## src/hdl/bda_pkg.sv

```systemverilog
`timescale 1ns / 1ps

package bda_pkg;

    localparam int RAW_W    = 4;
    localparam int LEVEL_W  = 8;
    localparam int COUNT_W  = 16;
    localparam int CFG_IDX_W = 2;
    localparam int CFG_DATA_W = 16;

    localparam logic [LEVEL_W-1:0] LEVEL_RESET  = 8'd60;
    localparam logic [COUNT_W-1:0] DELAY_RESET  = 16'd2600;
    localparam logic [COUNT_W-1:0] RELOAD_RESET = 16'd1716;

    typedef enum logic [CFG_IDX_W-1:0] {
        CFG_DEBOUNCE_LEVEL = 2'd0,
        CFG_REPEAT_DELAY   = 2'd1,
        CFG_REPEAT_RELOAD  = 2'd2
    } cfg_index_t;

    typedef struct packed {
        logic at_top;
        logic at_bottom;
        logic repeat_fire;
    } btn_status_t;

endpackage

```

## src/hdl/button_debounce_autorepeat.sv

```systemverilog
`timescale 1ns / 1ps

// debouncer with auto-repeat for a row of push buttons
// input channel: one transfer per sampling tick, raw_buttons bit i high = button i pressed
// output channel: one transfer per input transfer with pressed, released and held masks
// a pressed bit marks a new debounced press or an auto-repeat, released a debounced release
// result: registered in a result register, valid in the cycle after its input transfer
// throughput: one item per cycle while the receiver takes results; each button's integrator
// and repeat counter update through compare and increment logic
// stall: in_ready stays high while the result register is empty or is being taken;
// while the receiver holds out_ready low with a result waiting, no input is taken
// configuration: cfg_index 0 debounce level, 1 repeat delay, 2 repeat reload;
// other indexes are ignored; cfg_ready is always high, write only while idle
// reset: integrators, repeat counters and debounced state clear, output is empty,
// registers return to level 60, delay 2600, reload 1716
module button_debounce_autorepeat
#(
    parameter int NUM_BUTTONS = 4
)
(
    input  logic                              clk,
    input  logic                              rst_n,
    input  logic                              in_valid,
    output logic                              in_ready,
    input  logic [bda_pkg::RAW_W-1:0]         raw_buttons,
    output logic                              out_valid,
    input  logic                              out_ready,
    output logic [bda_pkg::RAW_W-1:0]         pressed_mask,
    output logic [bda_pkg::RAW_W-1:0]         released_mask,
    output logic [bda_pkg::RAW_W-1:0]         held_mask,
    input  logic                              cfg_valid,
    output logic                              cfg_ready,
    input  logic [bda_pkg::CFG_IDX_W-1:0]     cfg_index,
    input  logic [bda_pkg::CFG_DATA_W-1:0]    cfg_data
);

    logic [bda_pkg::LEVEL_W-1:0] level_reg;
    logic [bda_pkg::COUNT_W-1:0] delay_reg;
    logic [bda_pkg::COUNT_W-1:0] reload_reg;

    logic                        out_valid_reg;
    logic [bda_pkg::RAW_W-1:0]   pressed_reg;
    logic [bda_pkg::RAW_W-1:0]   released_reg;
    logic [bda_pkg::RAW_W-1:0]   held_reg;
    logic [bda_pkg::RAW_W-1:0]   pressed_next;
    logic [bda_pkg::RAW_W-1:0]   released_next;
    logic [bda_pkg::RAW_W-1:0]   held_out_next;

    logic [NUM_BUTTONS-1:0]      debounced_reg;
    logic [NUM_BUTTONS-1:0]      debounced_next;
    logic [NUM_BUTTONS-1:0]      top;
    logic [NUM_BUTTONS-1:0]      bottom;
    logic [NUM_BUTTONS-1:0]      repeats;
    logic [NUM_BUTTONS-1:0]      press_all;
    logic [NUM_BUTTONS-1:0]      release_all;

    logic                        in_xfer;

    assign in_ready  = !out_valid_reg || out_ready;
    assign in_xfer   = in_valid && in_ready;
    assign cfg_ready = 1'b1;

    // configuration registers
    always_ff @(posedge clk or negedge rst_n)
    begin
        if (!rst_n)
        begin
            level_reg  <= bda_pkg::LEVEL_RESET;
            delay_reg  <= bda_pkg::DELAY_RESET;
            reload_reg <= bda_pkg::RELOAD_RESET;
        end
        else if (cfg_valid)
        begin
            case (cfg_index)
                bda_pkg::CFG_DEBOUNCE_LEVEL: level_reg  <= cfg_data[bda_pkg::LEVEL_W-1:0];
                bda_pkg::CFG_REPEAT_DELAY:   delay_reg  <= cfg_data;
                bda_pkg::CFG_REPEAT_RELOAD:  reload_reg <= cfg_data;
                default:                     level_reg  <= level_reg;
            endcase
        end
    end

    // per-button integrator and repeat counter
    for (genvar i = 0; i < NUM_BUTTONS; i++)
    begin : g_btn
        logic                 raw_bit;
        bda_pkg::btn_status_t st;

        if (i < bda_pkg::RAW_W)
        begin : g_raw
            assign raw_bit = raw_buttons[i];
        end
        else
        begin : g_none
            assign raw_bit = 1'b0;
        end

        bda_button u_button
        (
            .clk     (clk),
            .rst_n   (rst_n),
            .advance (in_xfer),
            .raw     (raw_bit),
            .level   (level_reg),
            .delay   (delay_reg),
            .reload  (reload_reg),
            .status  (st)
        );

        assign top[i]     = st.at_top;
        assign bottom[i]  = st.at_bottom;
        assign repeats[i] = st.repeat_fire;
    end

    assign debounced_next = top | (~bottom & debounced_reg);
    assign press_all      = repeats | (debounced_next & ~debounced_reg);
    assign release_all    = ~debounced_next & debounced_reg;

    for (genvar j = 0; j < bda_pkg::RAW_W; j++)
    begin : g_out
        if (j < NUM_BUTTONS)
        begin : g_live
            assign pressed_next[j]  = press_all[j];
            assign released_next[j] = release_all[j];
            assign held_out_next[j] = debounced_next[j];
        end
        else
        begin : g_zero
            assign pressed_next[j]  = 1'b0;
            assign released_next[j] = 1'b0;
            assign held_out_next[j] = 1'b0;
        end
    end

    always_ff @(posedge clk or negedge rst_n)
    begin
        if (!rst_n)
        begin
            debounced_reg <= '0;
            out_valid_reg <= 1'b0;
        end
        else
        begin
            if (in_xfer)
            begin
                debounced_reg <= debounced_next;
                out_valid_reg <= 1'b1;
            end
            else if (out_ready)
            begin
                out_valid_reg <= 1'b0;
            end
        end
    end

    // result register
    always_ff @(posedge clk)
    begin
        if (in_xfer)
        begin
            pressed_reg  <= pressed_next;
            released_reg <= released_next;
            held_reg     <= held_out_next;
        end
    end

    assign out_valid     = out_valid_reg;
    assign pressed_mask  = pressed_reg;
    assign released_mask = released_reg;
    assign held_mask     = held_reg;

endmodule

```

## src/hdl/bda_button.sv

```systemverilog
`timescale 1ns / 1ps

module bda_button
(
    input  logic                               clk,
    input  logic                               rst_n,
    input  logic                               advance,
    input  logic                               raw,
    input  logic [bda_pkg::LEVEL_W-1:0]        level,
    input  logic [bda_pkg::COUNT_W-1:0]        delay,
    input  logic [bda_pkg::COUNT_W-1:0]        reload,
    output bda_pkg::btn_status_t               status
);

    logic [bda_pkg::LEVEL_W-1:0] integ_reg;
    logic [bda_pkg::LEVEL_W-1:0] integ_next;
    logic [bda_pkg::COUNT_W-1:0] count_reg;
    logic [bda_pkg::COUNT_W-1:0] count_next;

    always_comb
    begin
        integ_next = integ_reg;
        if (raw)
        begin
            if (integ_reg < level)
            begin
                integ_next = integ_reg + 1'b1;
            end
        end
        else if (integ_reg != '0)
        begin
            integ_next = integ_reg - 1'b1;
        end
    end

    always_comb
    begin
        status.at_top      = (integ_next == level);
        status.at_bottom   = (integ_next == '0);
        status.repeat_fire = 1'b0;
        count_next         = count_reg;
        if (status.at_top)
        begin
            if (count_reg < delay)
            begin
                count_next = count_reg + 1'b1;
            end
            else
            begin
                count_next         = reload;
                status.repeat_fire = 1'b1;
            end
        end
        if (status.at_bottom)
        begin
            count_next = '0;
        end
    end

    always_ff @(posedge clk or negedge rst_n)
    begin
        if (!rst_n)
        begin
            integ_reg <= '0;
            count_reg <= '0;
        end
        else if (advance)
        begin
            integ_reg <= integ_next;
            count_reg <= count_next;
        end
    end

endmodule

```

## config.mk

```make
export PLATFORM = sky130hd
export DESIGN_NAME = button_debounce_autorepeat
export DESIGN_NICKNAME = d
export VERILOG_FILES = /design/src/hdl/bda_pkg.sv /design/src/hdl/button_debounce_autorepeat.sv /design/src/hdl/bda_button.sv
export SDC_FILE = /design/constraint.sdc
export NUM_CORES = 1
export LEC_CHECK = 0
export BUFFER_PORTS_ARGS = -buffer_cell sky130_fd_sc_hd__buf_2
export CORE_MARGIN = 4
export CORE_UTILIZATION = 64
export DETAILED_ROUTE_END_ITERATION = 8
export PLACE_DENSITY = 0.82
export SETUP_SLACK_MARGIN = 0.5
export SLEW_MARGIN = 10
export SYNTH_ARGS = -nofsm -noshare
export SYNTH_HDL_FRONTEND = slang
export SYNTH_SLANG_ARGS = --single-unit
```

## constraint.sdc

```tcl
create_clock -name clk -period 5.07 [get_ports clk]
set_input_delay 0.507 -clock clk [delete_from_list [all_inputs] [get_ports clk]]
set_output_delay 0.507 -clock clk [all_outputs]
set_load 0.01 [all_outputs]
```

Word level (Yosys, flattened, before mapping)

Index checks and enable logic that the tools add are counted.
W data, S select, Z words.

Register bits: 153
Input port bits: 27
Output and inout port bits: 15

$add $sub $neg: 12
Order comparisons: 8
Equal/unequal tests: 6
Muxes and demuxes: 34
Bitwise gates (word level): 8
Reduce and logical (&&, ||, !) cells: 24

Operators with widths:

| cell                    | count |
|---|---|
| $mux W16                | 12 |
| $mux W8                 | 12 |
| $add A16 B1 Y16 const B | 4 |
| $lt A16 B16 Y1          | 4 |
| $add A8 B1 Y8 const B   | 4 |
| $eq A8 B8 Y1            | 4 |
| $logic_not A8 Y1        | 4 |
| $lt A8 B8 Y1            | 4 |
| $reduce_bool A8 Y1      | 4 |
| $sub A8 B1 Y8 const B   | 4 |
| $reduce_and A2 Y1       | 7 |
| $and A4 B4 Y4           | 3 |
| $not A4 Y4              | 3 |
| $mux W1                 | 10 |
| $reduce_bool A2 Y1      | 5 |
| $or A4 B4 Y4            | 2 |
| $eq A2 B1 Y1 const B    | 1 |
| $eq A2 B2 Y1 const B    | 1 |
| $logic_not A2 Y1        | 1 |
| $logic_and A1 B1 Y1     | 1 |
| $logic_not A1 Y1        | 1 |
| $logic_or A1 B1 Y1      | 1 |

Logic depth before layout (Yosys ltp)

Depth in word-level cells: 9
Gate-level depth with buffers: 15
Depth with buffers taken out: 12

Hierarchy

Synthesis repeated with hierarchy kept, for this count alone.

Cell total of the unflattened synthesis: 1,506
Area total of the unflattened synthesis: 13,118.8 um^2

Modules (own cells, without submodules):

| module                             | instances | cells each | area each (um^2) |
|---|---|---|---|
| bda_button (g_btn[0].u_button ...) | 3         | 335        | 2,663.8 |
| bda_button (g_btn[1].u_button)     | 1         | 364        | 2,895.3 |
| button_debounce_autorepeat         | 1         | 137        | 2,232.1 |

Worst setup path before layout

OpenSTA, ideal clock, no wires.

Path kind: register to register
Start point: reg level_reg[5] in the netlist's numbering
End point: reg g_btn[0].u_button.count_reg[10] in the netlist's numbering
Setup time: 0.086 ns
Data arrival time: 3.734 ns
Required time: 4.984 ns
Path slack: 1.251 ns
Cell stages (with the launch flop): 15
Buffers on the path: 3
Cells stage by stage: dfstp_2 > clkbuf_1 > inv_1 > ha_1 > a21oi_1 > o2111ai_1 > a211o_1 > or3_1 > a31oi_1 > nor2_1 > and4b_1 > clkbuf_1 > or3_4 > buf_6 > o221ai_2

Cells in the longest elaborated chain, start to end: 6
Elaborated cells between the ends (all ways): 8
Those cells by class: order compare (1); eq/ne (1); mux (3); reduce/logical (3)

Ends and longest elaborated chain:

| item                                             | RTL line                           | RTL |
|---|---|---|
| start, declared                                  | button_debounce_autorepeat.sv:37   | `logic [bda_pkg::LEVEL_W-1:0] level_reg;` |
| start signal, assigned                           | button_debounce_autorepeat.sv:68   | `level_reg <= bda_pkg::LEVEL_RESET;` |
| start signal, assigned                           | button_debounce_autorepeat.sv:75   | `bda_pkg::CFG_DEBOUNCE_LEVEL: level_reg <= cfg_data[bda_pkg::LEVEL_W-1:0];` |
| start signal, assigned                           | button_debounce_autorepeat.sv:78   | `default: level_reg <= level_reg;` |
| $lt A8 B8 Y1                                     | bda_button.sv:25                   | `if (integ_reg < level)` |
| $mux W8                                          | bda_button.sv:25                   |  |
| $mux W8                                          | bda_button.sv:23                   | `if (raw)` |
| $eq A8 B8 Y1 or $logic_not A8 Y1 (tied branches) | bda_button.sv:38, bda_button.sv:39 |  |
| $reduce_bool A2 Y1 (no source line)              | -                                  |  |
| $reduce_and A2 Y1 (no source line)               | -                                  |  |
| end signal, assigned                             | bda_button.sv:70                   | `count_reg <= count_next;` |
| end, declared                                    | bda_button.sv:17                   | `logic [bda_pkg::COUNT_W-1:0] count_reg;` |

Parallel ways exist; a longest one is shown, timed or not.
A chain may end at the register's enable or synchronous reset.

Worst setup path after layout

Ends and elaborated chain as after synthesis.

==> flow_summary_export.csv <==
group,metric,value,unit
floorplanning,chipWidth,151,um
clock_tree,htreeDepth,4,
clock_tree,cts_sinks,153,
floorplanning,io-pin-count,42,
sta,final-hold-violation-count,8,
yosys,postSynthAreaPerCell,8.62,um2
place,gp_congestion,0.993,
floorplanning,core-area,19700,um2
yosys,ys_seq_elements,153,
setup_path,endpoint_kind,"flip-flop",
clock_tree,cts_buffers,17,
hold_path,holdCritPathClass,"in -> async",
yosys,yosys-top-cells-area,"dfrtp_1 (24%), ha_1 (10%), o21ai_0 (4.3%)",
grt,grt_pass1_vias,11500,
detailed_routing,wirelength,36900,um
sta,setup_violations,0,
grt,grt_pass1_wl,59400,um
grt,grt_max_degree,90,
setup_path,crit_family,"compound AO/OA/AOI/OAI gates",
finish,multiInputGateArea,8480,um2
sta,hold_slack,-0.00508,ns
detailed_routing,drc,0,
yosys,yosysTopAreaCell,"dfrtp_1",
yosys,netlist_instances,1508,
power,vdd_ir_drop_max,0.000287,V
status,failed_checks,"negative hold slack",
yosys,yosys.cell_count.top_type,"nand2_1",
clock_tree,cts_hold_buffers,0,
place,io_buffers,40,
setup_path,cp.depth,12,
clock_tree,clockRootBuffer,"clkbuf_16",
floorplanning,die_y,151,um
detailed_routing,wl_per_cell,20.6,um
setup_path,path_class,"reg -> reg",
power,p_leak,6.15,nW
sta,setup_tns,0,ns
setup_path,path_buf_inv,1,
grt,antenna_found_initial,0,
sta,skew,0.0153,ns
clock_tree,cts_buffer_depth,2,
finish,register_area,3910,um2
detailed_routing,num_vias,12200,
sta,rsz0062_at_grt,"false",
yosys,synth_top_area_frac,0.244,
setup_path,crit_slowest_cell,"dfstp_2",
detailed_routing,vias_per_cell,6.84,
status,status,"finished, violations left",
finish,drive_above_1_share,0.131,
power,power,6.53,mW
detailed_routing,dr.first_iter.drc_count,1548,
finish,n_antenna_cell,0,
grt,overflow,0,
clock_tree,clkLatencyLatePin,0.44,ns
place,dp.final_hpwl,26000,um
floorplanning,start_util,0.660,
setup_path,path_cells,"inv_1 > ha_1 > a21oi_1 > o21ai_0 > a211oi_4 > mux2i_1 > o21ai_1 > xnor2_1 > nand4b_1 > or2_1 > or3_4 > o221ai_2",
grt,track_usage,0.327,
sta,timing.fmax,233,MHz
sta,finalMaxSlewViolations,0,
setup_path,required,5.42,ns
yosys,ys_top_cells_by_count,"nand2_1 (133), dfrtp_1 (127), o21ai_0 (113)",
setup_path,start_kind,"flip-flop",
setup_path,crit_path_max_fanout,13,
yosys,ys_types,102,
yosys,synth_fp_nets,1639,
clock_tree,cts.clk_slew.worst_paths,0.07,ns
setup_path,rr_worst_depth,12,
setup_path,slowest_delay,0.67,ns
sta,maxSlewHeadroom,0.366,
yosys,yosys_most_used_dff,"dfrtp_1",
sta,worst_pin_slew,0.948,ns
sta,min_period_over_period,0.845,
run,cap_violations,0,
yosys,syn_area,13000,um2
finish,syn_to_final_growth,7.12,%
yosys,ys_async_sr_fraction,0.922,
yosys,synth-edff-count,12,
floorplanning,die_area,22700,um2
finish,nNetsFinal,1639,
floorplanning,fp-row-count,51,
power,pwr_density_cell,469,nW/um2
setup_path,arrival,4.64,ns
yosys,synth_warnings,0,
finish,largest_register_ff_count,64,
sta,fin_crit,4.29,ns
clock_tree,cts_tree,"built",
detailed_routing,final_antenna_net_count,0,
detailed_routing,dr.pass1.iters,6,
yosys,seq_area_frac_synth,0.300,
finish,n_fill_cell,1508,
## timing repair
action                     CTS  global route
buffers inserted             0             4
setup endpoints to repair    0            41
gates resized for setup      0             6
## power breakdown
part           switching (mW)  internal, mW  leakage [nW]
logic                    1.93          1.32          4.04
clock network           0.580         0.685         0.286
registers               0.526          1.50          1.83
## path summary, 6_finish.rpt
path | to | slack [ns] | startpoint
max | g_btn[0].u_button.count_reg[10] | 0.78 | level_reg[5]
min | g_btn[3].u_button.integ_reg[0] | -0.005 | rst_n
max reg2reg | g_btn[0].u_button.count_reg[10] | 0.78 | level_reg[5]
min reg2reg | debounced_reg[3] | 0.50 | debounced_reg[3]
max in group asynchronous | level_reg[7] | 3.88 | rst_n
min in group clk | out_valid | 0.28 | in_valid
## cell type report
type	instances	area share
Sequential cell	153	0.280
Inverter	77	0.0207
Multi-Input combinational cell	1199	0.608
Clock buffer	20	0.0336
Tap cell	265	0.0238
Timing Repair Buffer	60	0.0256
Clock inverter	12	0.00736
## per-stage QoR
step | setup WS, ns | std cells | util | hold slack (ns) | area, um2
2_1_floorplan | 1.25 | 1508 | - | 0.211 | 13000
3_3_place_gp | 0.759 | 1750 | 0.675 | 0.465 | 13300
3_5_place_dp | 0.680 | 1750 | 0.675 | 0.463 | 13300
4_1_cts | 0.547 | 1782 | 0.704 | 0.00347 | 13900
5_1_grt | 0.494 | 1786 | 0.707 | 0.0228 | 13900
6_report | 0.784 | 1786 | 0.707 | -0.00508 | 13900
## metal layers
layer	GRT usage	routed length, um	up-vias
li1	-	-	5665
met1	0.435	15100	5809
met2	0.519	17100	636
met3	0.0765	3370	105
met4	0.129	1320	0
met5	0	0	-
## logic make-up (layout without fill, tap and decap cells)
group | count (synthesis) | count (layout) | share of synthesized area
AND/OR/NAND/NOR | 518 | 518 | 0.218
adder cells (fa/ha/maj) | 104 | 104 | 0.100
AO/OA/AOI/OAI | 475 | 475 | 0.253
XOR/XNOR | 35 | 35 | 0.0236
buffers and inverters | 156 | 169 | 0.0500
flip-flops | 153 | 153 | 0.300
multiplexers | 66 | 66 | 0.0543
other | 1 | 1 | 0.000288
## cell usage in the layout, fill, tap and decap left out, types with 8 or more instances in the layout
cell       netlist  routed
xnor2_1         27      27
clkbuf_16        0      18
o211ai_1        11      11
a211oi_1        25      24
nand2_1        133     132
nor3_1          42      42
o21ai_0        113     112
and2_1          19      19
a31oi_1         17      17
o21ai_1         34      34
a21o_1          39      39
nand4_1         23      23
dfstp_2         14      14
o221ai_2         8       9
o21a_1          10      10
dfrtp_1        127     126
xor2_1           8       8
buf_2            7      39
nor2_1          73      72
a21oi_1         81      81
nor2b_1         22      22
o31ai_1         18      18
or3_1           12      12
nor4_1          12      12
ha_1           104     104
o22ai_1          8       8
buf_4            3      20
a22o_1          15      15
nor3b_1         14      14
and3_1          54      54
a221o_1         15      15
edfxtp_1        12      12
inv_1           74      74
mux2_2          36      36
nand2b_1        14      14
mux2i_1         30      30
o2111ai_1       11      11
nand3_1         45      45
(Power assumes the default switching activity.)
